--- src/rtl/lr_pkg.sv ---
`timescale 1ns / 1ps
// Shared constants, types and helpers for the line rasteriser.
// No dependencies; every other file imports this package.
package lr_pkg;

  localparam int unsigned COORD_W   = 6;             // endpoint coordinate width
  localparam int unsigned POS_W     = COORD_W + 1;   // walking coordinate, room to step past the end
  localparam int unsigned CNT_W     = COORD_W;       // pixel counter and deltas, up to 63
  localparam int unsigned ERR_W     = COORD_W + 4;   // error term, scaled by 2*major
  localparam int unsigned FRAME_W   = 6;
  localparam int unsigned MAX_FRAME = 32;
  localparam int unsigned PIX_X_W   = 5;
  localparam int unsigned ADDR_W    = 10;
  localparam int unsigned COLOR_W   = 24;
  localparam int unsigned CFG_IDX_W = 1;

  localparam logic [CFG_IDX_W-1:0] REG_FRAME_WIDTH  = 1'b0;
  localparam logic [CFG_IDX_W-1:0] REG_FRAME_HEIGHT = 1'b1;

  typedef struct packed {
    logic signed [POS_W-1:0] end_x;
    logic signed [POS_W-1:0] end_y;
    logic [CNT_W-1:0]        major;
    logic [CNT_W-1:0]        minor;
    logic                    x_major;
  } lr_line_t;

  typedef struct packed {
    logic signed [POS_W-1:0] x;
    logic signed [POS_W-1:0] y;
    logic signed [ERR_W-1:0] err;
  } lr_walk_t;

  typedef enum logic [1:0] {
    ST_IDLE = 2'b01,
    ST_DRAW = 2'b10
  } lr_state_e;

  // Clamp a written frame size into 1..MAX_FRAME
  function automatic logic [FRAME_W-1:0] sat_frame(input logic [FRAME_W-1:0] v);
    logic [FRAME_W-1:0] r;
    if (v == '0) begin
      r = FRAME_W'(1);
    end else if (v > FRAME_W'(MAX_FRAME)) begin
      r = FRAME_W'(MAX_FRAME);
    end else begin
      r = v;
    end
    return r;
  endfunction

endpackage

--- src/rtl/lr_if.sv ---
`timescale 1ns / 1ps
// Valid/ready channel interfaces: line words in, pixel words out.
// Depends on lr_pkg for field widths.
interface lr_line_if import lr_pkg::*; ();
  logic                      valid;
  logic                      ready;
  logic signed [COORD_W-1:0] start_x;
  logic signed [COORD_W-1:0] start_y;
  logic signed [COORD_W-1:0] end_x;
  logic signed [COORD_W-1:0] end_y;
  logic [COLOR_W-1:0]        color;

  modport source (output valid, start_x, start_y, end_x, end_y, color, input ready);
  modport sink   (input valid, start_x, start_y, end_x, end_y, color, output ready);
endinterface

interface lr_pixel_if import lr_pkg::*; ();
  logic                      valid;
  logic                      ready;
  logic [PIX_X_W-1:0]        pixel_x;
  logic signed [COORD_W-1:0] pixel_y;
  logic [ADDR_W-1:0]         address;
  logic                      visible;
  logic [COLOR_W-1:0]        pixel_color;
  logic                      last;

  modport source (output valid, pixel_x, pixel_y, address, visible, pixel_color, last,
                  input ready);
  modport sink   (input valid, pixel_x, pixel_y, address, visible, pixel_color, last,
                  output ready);
endinterface

--- src/rtl/lr_step.sv ---
`timescale 1ns / 1ps
// Walk step unit: advances position and error term by one pixel.
// Depends on lr_pkg; used once per pixel by the top-level sequencer.
module lr_step import lr_pkg::*; (
  input  lr_line_t line_i,
  input  lr_walk_t cur_i,
  output lr_walk_t nxt_o
);

  function automatic logic signed [POS_W-1:0] step_toward(
    input logic signed [POS_W-1:0] cur,
    input logic signed [POS_W-1:0] tgt
  );
    return (cur > tgt) ? cur - POS_W'(1) : cur + POS_W'(1);
  endfunction

  logic signed [ERR_W-1:0] major_s;
  logic signed [ERR_W-1:0] minor_s;
  logic signed [ERR_W-1:0] err_sub;
  logic                    minor_step;

  assign major_s    = $signed(ERR_W'(line_i.major));
  assign minor_s    = $signed(ERR_W'(line_i.minor));
  assign err_sub    = cur_i.err - (minor_s <<< 1);
  assign minor_step = (err_sub <= -major_s);

  always_comb begin
    nxt_o     = cur_i;
    nxt_o.err = minor_step ? err_sub + (major_s <<< 1) : err_sub;
    if (line_i.x_major || minor_step) begin
      nxt_o.x = step_toward(cur_i.x, line_i.end_x);
    end
    if (!line_i.x_major || minor_step) begin
      nxt_o.y = step_toward(cur_i.y, line_i.end_y);
    end
  end

endmodule

--- src/rtl/line_rasterizer.sv ---
`timescale 1ns / 1ps
// Line rasteriser top: one line word in, |major|+1 pixel words out.
// First pixel word: registered in the output stage from the walk start position once the
// accept has moved the sequencer to DRAW. Throughput: one pixel per cycle from the single
// walk step unit while the pixel output is not stalled; ready returns as the last pixel is registered.
// Lines with a negative x endpoint are dropped in the accept cycle.
// Reset: asynchronous, clears control state; frame width and height return to 32.
module line_rasterizer import lr_pkg::*; (
  input  logic                 clk_i,
  input  logic                 rst_ni,
  input  logic                 cfg_we_i,
  input  logic [CFG_IDX_W-1:0] cfg_idx_i,
  input  logic [FRAME_W-1:0]   cfg_data_i,
  lr_line_if.sink              line_i,
  lr_pixel_if.source           pixel_o
);

  lr_state_e          state_q, state_d;
  lr_line_t           line_q, line_d;
  lr_walk_t           walk_q, walk_d, walk_nxt;
  logic [CNT_W-1:0]   cnt_q, cnt_d;
  logic [COLOR_W-1:0] color_q;
  logic [FRAME_W-1:0] fw_q, fw_d, fh_q, fh_d;

  logic                      out_valid_q, out_valid_d;
  logic [PIX_X_W-1:0]        px_q;
  logic signed [COORD_W-1:0] py_q;
  logic [ADDR_W-1:0]         addr_q;
  logic                      vis_q;
  logic [COLOR_W-1:0]        pcol_q;
  logic                      last_q;

  logic                    in_fire, reject, load_out, last_pix;
  logic signed [POS_W-1:0] sx, sy, ex, ey, dx_s, dy_s;
  logic [CNT_W-1:0]        dx, dy;

  logic signed [POS_W:0]             x_c, y_c, fw_c, fh_c;
  logic                              vis;
  logic [COORD_W+FRAME_W-1:0]        prod;
  logic [ADDR_W-1:0]                 addr;

  lr_step u_step (
    .line_i (line_q),
    .cur_i  (walk_q),
    .nxt_o  (walk_nxt)
  );

  // Line setup at accept
  assign line_i.ready = (state_q == ST_IDLE);
  assign in_fire      = line_i.valid && line_i.ready;
  assign reject       = line_i.start_x[COORD_W-1] || line_i.end_x[COORD_W-1];

  assign sx   = POS_W'(line_i.start_x);
  assign sy   = POS_W'(line_i.start_y);
  assign ex   = POS_W'(line_i.end_x);
  assign ey   = POS_W'(line_i.end_y);
  assign dx_s = ex - sx;
  assign dy_s = ey - sy;
  assign dx   = dx_s[POS_W-1] ? CNT_W'(-dx_s) : CNT_W'(dx_s);
  assign dy   = dy_s[POS_W-1] ? CNT_W'(-dy_s) : CNT_W'(dy_s);

  // Pixel attributes from the current walk position
  assign x_c  = (POS_W+1)'(walk_q.x);
  assign y_c  = (POS_W+1)'(walk_q.y);
  assign fw_c = $signed((POS_W+1)'(fw_q));
  assign fh_c = $signed((POS_W+1)'(fh_q));
  assign vis  = (x_c > 0) && (x_c < fw_c) && (y_c > 0) && (y_c < fh_c);
  assign prod = walk_q.y[COORD_W-1:0] * fw_q;
  assign addr = vis ? ADDR_W'(walk_q.x[PIX_X_W-1:0]) + prod[ADDR_W-1:0] : '0;

  assign load_out = (state_q == ST_DRAW) && (!out_valid_q || pixel_o.ready);
  assign last_pix = (cnt_q == line_q.major);

  always_comb begin
    state_d     = state_q;
    line_d      = line_q;
    walk_d      = walk_q;
    cnt_d       = cnt_q;
    fw_d        = fw_q;
    fh_d        = fh_q;
    out_valid_d = out_valid_q;

    if (cfg_we_i) begin
      case (cfg_idx_i)
        REG_FRAME_WIDTH:  fw_d = sat_frame(cfg_data_i);
        REG_FRAME_HEIGHT: fh_d = sat_frame(cfg_data_i);
        default: ;
      endcase
    end

    if (pixel_o.ready) begin
      out_valid_d = 1'b0;
    end

    case (state_q)
      ST_IDLE: begin
        if (in_fire && !reject) begin
          line_d.end_x   = ex;
          line_d.end_y   = ey;
          line_d.x_major = (dx >= dy);
          line_d.major   = (dx >= dy) ? dx : dy;
          line_d.minor   = (dx >= dy) ? dy : dx;
          walk_d.x       = sx;
          walk_d.y       = sy;
          walk_d.err     = '0;
          cnt_d          = '0;
          state_d        = ST_DRAW;
        end
      end
      ST_DRAW: begin
        if (load_out) begin
          out_valid_d = 1'b1;
          walk_d      = walk_nxt;
          cnt_d       = cnt_q + CNT_W'(1);
          if (last_pix) begin
            state_d = ST_IDLE;
          end
        end
      end
      default: state_d = ST_IDLE;
    endcase
  end

  always_ff @(posedge clk_i or negedge rst_ni) begin
    if (!rst_ni) begin
      state_q     <= ST_IDLE;
      cnt_q       <= '0;
      fw_q        <= FRAME_W'(MAX_FRAME);
      fh_q        <= FRAME_W'(MAX_FRAME);
      out_valid_q <= 1'b0;
    end else begin
      state_q     <= state_d;
      cnt_q       <= cnt_d;
      fw_q        <= fw_d;
      fh_q        <= fh_d;
      out_valid_q <= out_valid_d;
    end
  end

  always_ff @(posedge clk_i) begin
    line_q <= line_d;
    walk_q <= walk_d;
    if (in_fire) begin
      color_q <= line_i.color;
    end
    // hold the output word until it is taken
    if (load_out) begin
      px_q   <= walk_q.x[PIX_X_W-1:0];
      py_q   <= walk_q.y[COORD_W-1:0];
      addr_q <= addr;
      vis_q  <= vis;
      pcol_q <= color_q;
      last_q <= last_pix;
    end
  end

  assign pixel_o.valid       = out_valid_q;
  assign pixel_o.pixel_x     = px_q;
  assign pixel_o.pixel_y     = py_q;
  assign pixel_o.address     = addr_q;
  assign pixel_o.visible     = vis_q;
  assign pixel_o.pixel_color = pcol_q;
  assign pixel_o.last        = last_q;

  // Checks
  a_cnt_bound: assert property (@(posedge clk_i) disable iff (!rst_ni)
    (state_q == ST_DRAW) |-> (cnt_q <= line_q.major))
    else $error("pixel count ran past the major delta");

  a_err_bound: assert property (@(posedge clk_i) disable iff (!rst_ni)
    (state_q == ST_DRAW) |->
      ((walk_q.err <= $signed(ERR_W'(line_q.major))) &&
       (walk_q.err >= -$signed(ERR_W'(line_q.major)))))
    else $error("error term left its range");

  a_reject: assert property (@(posedge clk_i) disable iff (!rst_ni)
    (in_fire && reject) |=> (state_q == ST_IDLE))
    else $error("line with negative x was drawn");

  a_hidden_addr: assert property (@(posedge clk_i) disable iff (!rst_ni)
    (out_valid_q && !vis_q) |-> (addr_q == '0))
    else $error("hidden pixel carries an address");

endmodule
--- src/flat_wrapper.sv ---
// flat-port wrapper written by rule: the top's interface ports become plain ports
module line_rasterizer_flat import lr_pkg::*;
  (clk_i, rst_ni, cfg_we_i, cfg_idx_i, cfg_data_i, line_i_valid, line_i_start_x, line_i_start_y, line_i_end_x, line_i_end_y, line_i_color, line_i_ready, pixel_o_valid, pixel_o_pixel_x, pixel_o_pixel_y, pixel_o_address, pixel_o_visible, pixel_o_pixel_color, pixel_o_last, pixel_o_ready);
  lr_line_if line_i_i ();
  lr_pixel_if pixel_o_i ();
  input  logic clk_i;
  input  logic rst_ni;
  input  logic cfg_we_i;
  input  logic [CFG_IDX_W-1:0] cfg_idx_i;
  input  logic [FRAME_W-1:0] cfg_data_i;
  input wire logic [$bits(line_i_i.valid)-1:0] line_i_valid;
  input wire logic [$bits(line_i_i.start_x)-1:0] line_i_start_x;
  input wire logic [$bits(line_i_i.start_y)-1:0] line_i_start_y;
  input wire logic [$bits(line_i_i.end_x)-1:0] line_i_end_x;
  input wire logic [$bits(line_i_i.end_y)-1:0] line_i_end_y;
  input wire logic [$bits(line_i_i.color)-1:0] line_i_color;
  output wire logic [$bits(line_i_i.ready)-1:0] line_i_ready;
  output wire logic [$bits(pixel_o_i.valid)-1:0] pixel_o_valid;
  output wire logic [$bits(pixel_o_i.pixel_x)-1:0] pixel_o_pixel_x;
  output wire logic [$bits(pixel_o_i.pixel_y)-1:0] pixel_o_pixel_y;
  output wire logic [$bits(pixel_o_i.address)-1:0] pixel_o_address;
  output wire logic [$bits(pixel_o_i.visible)-1:0] pixel_o_visible;
  output wire logic [$bits(pixel_o_i.pixel_color)-1:0] pixel_o_pixel_color;
  output wire logic [$bits(pixel_o_i.last)-1:0] pixel_o_last;
  input wire logic [$bits(pixel_o_i.ready)-1:0] pixel_o_ready;
  assign line_i_i.valid = line_i_valid;
  assign line_i_i.start_x = line_i_start_x;
  assign line_i_i.start_y = line_i_start_y;
  assign line_i_i.end_x = line_i_end_x;
  assign line_i_i.end_y = line_i_end_y;
  assign line_i_i.color = line_i_color;
  assign line_i_ready = line_i_i.ready;
  assign pixel_o_valid = pixel_o_i.valid;
  assign pixel_o_pixel_x = pixel_o_i.pixel_x;
  assign pixel_o_pixel_y = pixel_o_i.pixel_y;
  assign pixel_o_address = pixel_o_i.address;
  assign pixel_o_visible = pixel_o_i.visible;
  assign pixel_o_pixel_color = pixel_o_i.pixel_color;
  assign pixel_o_last = pixel_o_i.last;
  assign pixel_o_i.ready = pixel_o_ready;
  line_rasterizer u_core (.clk_i(clk_i), .rst_ni(rst_ni), .cfg_we_i(cfg_we_i), .cfg_idx_i(cfg_idx_i), .cfg_data_i(cfg_data_i), .line_i(line_i_i), .pixel_o(pixel_o_i));
endmodule
--- config.mk ---
export PLATFORM = sky130hd
export DESIGN_NAME = line_rasterizer_flat
export DESIGN_NICKNAME = d
export VERILOG_FILES = /design/src/rtl/lr_pkg.sv /design/src/rtl/lr_if.sv /design/src/rtl/lr_step.sv /design/src/rtl/line_rasterizer.sv /design/src/flat_wrapper.sv
export SDC_FILE = /design/constraint.sdc
export NUM_CORES = 1
export LEC_CHECK = 0
export ABC_AREA = 1
export ABC_CLOCK_PERIOD_IN_PS = 3900
export CAP_MARGIN = 10
export CORE_MARGIN = 3
export CORE_UTILIZATION = 55
export DETAILED_ROUTE_END_ITERATION = 8
export DONT_BUFFER_PORTS = 1
export PLACE_DENSITY_LB_ADDON = 0.25
export SYNTH_ARGS = -nofsm -noshare
export SYNTH_HDL_FRONTEND = slang
export SYNTH_HIERARCHICAL = 1
export SYNTH_SLANG_ARGS = --single-unit
export TNS_END_PERCENT = 1
--- constraint.sdc ---
create_clock -name clk_i -period 3.9 [get_ports clk_i]
set_clock_uncertainty 0.2 [all_clocks]
set_input_delay 0 -clock clk_i [delete_from_list [all_inputs] [get_ports clk_i]]
set_output_delay 0 -clock clk_i [all_outputs]
set_load 0.02 [all_outputs]
==> results by stage <==
Status:
- The run finished, with violations left.
- The checks that failed: setup timing.

STA:
- The final critical path takes up 101% of the cycle.
- The final-report hold violation count is 0.
- The max-slew violation total from the final report is 0.
- The setup slack of the critical path after layout is -0.0476 ns.
- In this run the tightest slew margin relative to its limit is between 20 and 25%.
- Setup repair after global routing could not meet its margin everywhere.
- The maximum clock frequency is about 250 MHz.
- For the pin with the worst max-slew slack, the measured transition is about 1.1 ns.
- Setup violations remaining at the end of the flow were counted as 1.
- The worst path in the final design needs a cycle of between 3 and 4 ns, including I/O delays and setup.

Power and ir drop:
- Internal power comes to roughly 3.3 mW.
- The share of total power dissipated in combinational logic is 32.5%.
- The power share of the clock group is approximately 32%.
- The worst vdd rail ir drop is 368 uV.
- The sequential group share of total power is around a third.
- For this design the static power due to leakage is ~6 nW.
- The total power per unit cell area is around 420 nW/um^2.
- The switching power is 1.78 mW.
- The switching fraction of total power is a little over a third.

CTS:
- The count of H-tree levels built during CTS is 4.
- The TritonCTS buffer count is 17.
- The CTS sink count is about 140.
- The clock latency reported for the late side of the worst-skew pair is 0.43 ns.
- TritonCTS built the clock tree.
- Clock-pin slew was measured on the worst setup and hold paths at around 0.07 ns.
- No sink is reached through more buffers than the 2 on the longest clock path.
- The clock root buffer master is sky130_fd_sc_hd__clkbuf_16.

Cells and area:
- In the final design database the tool counted 1466 nets.
- At the end of the flow the core is filled with cells to between 60% and 70%.
- The share of layout cells above drive strength 1 is about a tenth.
- The layout filler cell count is 1246.
- The layout-stage area growth over the synthesis result is 23.9%.
- The top cell types in the final layout, fill and taps aside, are sky130_fd_sc_hd__nand2_1, sky130_fd_sc_hd__inv_1, sky130_fd_sc_hd__edfxtp_1, sky130_fd_sc_hd__dlygate4sd3_1, sky130_fd_sc_hd__ha_1.
- The final antenna diode count is 0.
- Leaving out fill and tap cells, the most frequent cell in the layout is sky130_fd_sc_hd__nand2_1.

Logic synthesis:
- The dominant cell type by area after synthesis is sky130_fd_sc_hd__edfxtp_1.
- The complex-gate fraction of the synthesized area is a little under 6%.
- The fraction of the yosys area taken by sequential cells is between 40% and 50%.
- The post-synthesis share of cell area spent on xor and xnor gates is just over 3%.
- The number of register bits inferred by synthesis is 141.
- After synthesis, the largest family of logic cells by area is simple AND/OR/NAND/NOR gates.
- Of all flip-flops after synthesis, the portion carrying an async set or reset was between 10 and 15%.
- The dominant synthesized flop cell is sky130_fd_sc_hd__edfxtp_1.
- The basic-gate share of the synthesized area counting and, or, nand and nor cells is 21.2%.
- The average cell area after synthesis is approximately 8.7 sq um.
- Sorting the synthesized cells by area gives the leading types as sky130_fd_sc_hd__edfxtp_1, sky130_fd_sc_hd__ha_1, sky130_fd_sc_hd__nand2_1.
- The post-synth net total is 1317.
- The area fraction of the dominant cell type after synthesis is ~37%.
- After synthesis, the netlist uses 48 different library cells.
- The synthesized design contains 120 enable-type register cells.
- In the synthesized netlist, mux cells make up 0% of the area.
- The Yosys warning count is 6.
- The post-synthesis instance total is ~1.1k.
- Summing every instance area after synthesis gives a little under 10000 sq um.
- The synthesized netlist devotes 17.9% of its cell area to adder and majority cells.

Setup path:
- The worst setup path is captured at a flop.
- The setup slack on the worst flop-to-flop path is -0.05 ns.
- The worst register-to-register path has a depth of 18.
- The worst endpoint required time is 3.86 ns.
- The startpoint of the worst-slack reg-to-reg timing path is u_core/walk_q[12].
- The maximum net fanout on the critical path is 6.
- The type of the worst setup path is reg -> reg.
- The arrival time of data at the critical path endpoint is approximately 3.9 ns.
- The startpoint of the worst setup timing path is u_core/walk_q[12].
- In this run the worst setup path terminates at u_core/pixel_o.address[8].
- STA classifies the critical path startpoint as a flop.
- In this run the critical register-to-register path is captured at u_core/pixel_o.address[8].

Placed design:
- Before CTS, the worst setup slack after placement is -0.172 ns.
- The global placement routability congestion is between 0.8 and 0.9.
- The count of port buffers added during placement is 0.
- The post-detailed-placement half-perimeter wirelength is 15.4 mm.

Detailed routing:
- The antenna violation net count after detailed routing is 0.
- The detailed-routing iteration count for the pre-antenna-repair pass is 5.
- The wire length on met1 is ~10 mm.
- After detailed routing, the total wire length is between 20 and 25 mm.
- Summed over all nets, wire length on met2 after detailed routing comes to roughly 11 mm.
- The detail-routed net length per standard cell is 15.2 um.
- After detailed routing, the number of remaining DRC violations is 0.
- Dividing the detail-routed via count by the number of cells gives between 5 and 6.
- In this run the top signal layer used is met4.
- The detailed-route via count is slightly below 8k.
- The routed design uses 1.49 mm of met3 wire.
- For this block, the initial DRC count from the detailed router was approximately 550.

GRT:
- Entering global routing, the biggest net connects 50 pins.
- The number of antenna violations at the first check in global routing is 0.
- The via count of the first global-routing pass is about 8k.
- After global routing the overflow that remains totals 0.
- The overall track demand over capacity in global routing is around 24%.
- The first global-routing pass estimated roughly 38 mm of wire.

Floorplanning:
- The die area is approximately 20000 sq um.
- The starting utilization of the core area is about 56%.
- The vertical die dimension is approximately 140 um.
- The floorplan core area is 17400 sq um.
- The boundary pin count is ~110.
- From left edge to right edge, the die measures between 100 and 150 um.
- After floorplanning, the core was divided into 48 placement rows.

Hold path:
- In this run the worst hold path is classified as in -> reg.
- The beginning of the worst hold path is line_i_end_x[1].

Job:
- The number of max-cap violations is 0.
[worst min path at each step]
stage | slack, ns | cells past startpoint | end
2_1_floorplan | -0.50 | 0 | u_core/cnt_q[0]
3_3_place_gp | -0.50 | 0 | u_core/cnt_q[5]
3_5_place_dp | -0.50 | 0 | u_core/cnt_q[5]
4_1_cts | 0.005 | 5 | u_core/line_q[10]
5_1_grt | 0.03 | 1 | u_core/line_q[13]
6_report | 0.04 | 1 | u_core/line_q[21]
[cells in the mapped netlist, types with 5 or more instances]
| cell | instances |
|---|---|
| sky130_fd_sc_hd__nor3_1 | 7 |
| sky130_fd_sc_hd__a21oi_1 | 42 |
| sky130_fd_sc_hd__inv_1 | 228 |
| sky130_fd_sc_hd__nand3_1 | 64 |
| sky130_fd_sc_hd__nand2_2 | 12 |
| sky130_fd_sc_hd__o22ai_1 | 6 |
| sky130_fd_sc_hd__nand2_1 | 301 |
| sky130_fd_sc_hd__xor2_1 | 20 |
| sky130_fd_sc_hd__fa_1 | 24 |
| sky130_fd_sc_hd__nor2_1 | 60 |
| sky130_fd_sc_hd__edfxtp_1 | 120 |
| sky130_fd_sc_hd__o21ai_1 | 10 |
| sky130_fd_sc_hd__nand4_1 | 12 |
| sky130_fd_sc_hd__o21ai_0 | 29 |
| sky130_fd_sc_hd__xnor2_1 | 14 |
| sky130_fd_sc_hd__nand3b_1 | 5 |
| sky130_fd_sc_hd__ha_1 | 102 |
| sky130_fd_sc_hd__dfrtp_1 | 18 |
[sequential cells by signal, summed over array words and instances (netlist names), 2 cells and up]
name and cells:
u_core/cnt_q 6, u_core/color_q 24, u_core/fh_q 6, u_core/fw_q 6, u_core/line_q 25, u_core/pixel_o.address 10, u_core/pixel_o.pixel_color 24, u_core/pixel_o.pixel_x 5
u_core/pixel_o.pixel_y 6, u_core/state_q 2, u_core/walk_q 24
[layout make-up]
cell class | count | area (sq um) | area share (%)
Tap cell | 225 | 282 | 2.32
Multi-Input combinational cell | 746 | 4880 | 40.2
Inverter | 233 | 878 | 7.24
Timing Repair Buffer | 141 | 1350 | 11.1
Sequential cell | 141 | 4130 | 34.1
Clock inverter | 15 | 189 | 1.56
Clock buffer | 17 | 425 | 3.51
[critical path, stage by stage (launching register included)]
cell                       delay, ns
sky130_fd_sc_hd__edfxtp_1       0.48
sky130_fd_sc_hd__buf_4          0.16
sky130_fd_sc_hd__nand2_2        0.04
sky130_fd_sc_hd__fa_1           0.48
sky130_fd_sc_hd__inv_1          0.05
sky130_fd_sc_hd__fa_1           0.52
sky130_fd_sc_hd__inv_1          0.05
sky130_fd_sc_hd__fa_1           0.52
sky130_fd_sc_hd__inv_2          0.05
sky130_fd_sc_hd__ha_4           0.24
sky130_fd_sc_hd__ha_4           0.23
sky130_fd_sc_hd__buf_4          0.13
sky130_fd_sc_hd__buf_4          0.13
sky130_fd_sc_hd__nand4_1        0.10
sky130_fd_sc_hd__nand2_1        0.09
sky130_fd_sc_hd__nand2_1        0.08
sky130_fd_sc_hd__nand2_1        0.05
sky130_fd_sc_hd__inv_1          0.04
sky130_fd_sc_hd__nor2_1         0.04
[cells by family after synthesis]
group / after synthesis
buffers and inverters: 244
AOI/OAI and AO/OA: 105
and+or+nand+nor: 481
adders and majority gates: 126
DFF: 141
xor gates and xnor gates: 34
[power by group through the flow]
stage	Sequential (mW)	Combinational (mW)	Clock, mW
after CTS	1.80	1.56	1.68
after floorplan	1.82	1.08	0
after global placement	1.83	1.36	0
after detailed placement	1.83	1.39	0
final	1.80	1.67	1.66
after global routing	1.81	1.90	1.75
[stage by stage]
step / instance area [sq um] / power (mW) / setup TNS, ns / cells / hold WS (ns)
6_report: 12100 / 5.12 / -0.0476 / 1518 / 0.0425
5_1_grt: 12100 / 5.46 / -0.338 / 1518 / 0.0327
4_1_cts: 12000 / 5.04 / 0 / 1514 / 0.00509
3_5_place_dp: 10300 / 3.22 / -0.448 / 1379 / -0.495
3_3_place_gp: 10300 / 3.19 / -0.180 / 1379 / -0.495
2_1_floorplan: 9820 / 2.89 / -0.0201 / 1131 / -0.496
[routing by layer]
| metal | vias to the layer above | GRT usage (%) |
|---|---|---|
| li1 | 3935 | - |
| met1 | 3641 | 31.4 |
| met2 | 255 | 39.3 |
| met3 | 47 | 6.56 |
| met4 | 0 | 7.72 |
| met5 | - | 0 |
[what timing repair did]
item                                    CTS  global route
pin swaps                                 5            24
hold buffers                            102             0
cloned                                    0             0
gates resized for setup                   9            22
endpoints found under the setup margin    5            25
setup buffers                             2             4
hold endpoints to repair                117             0
Power figures use the tool's default switching activity.
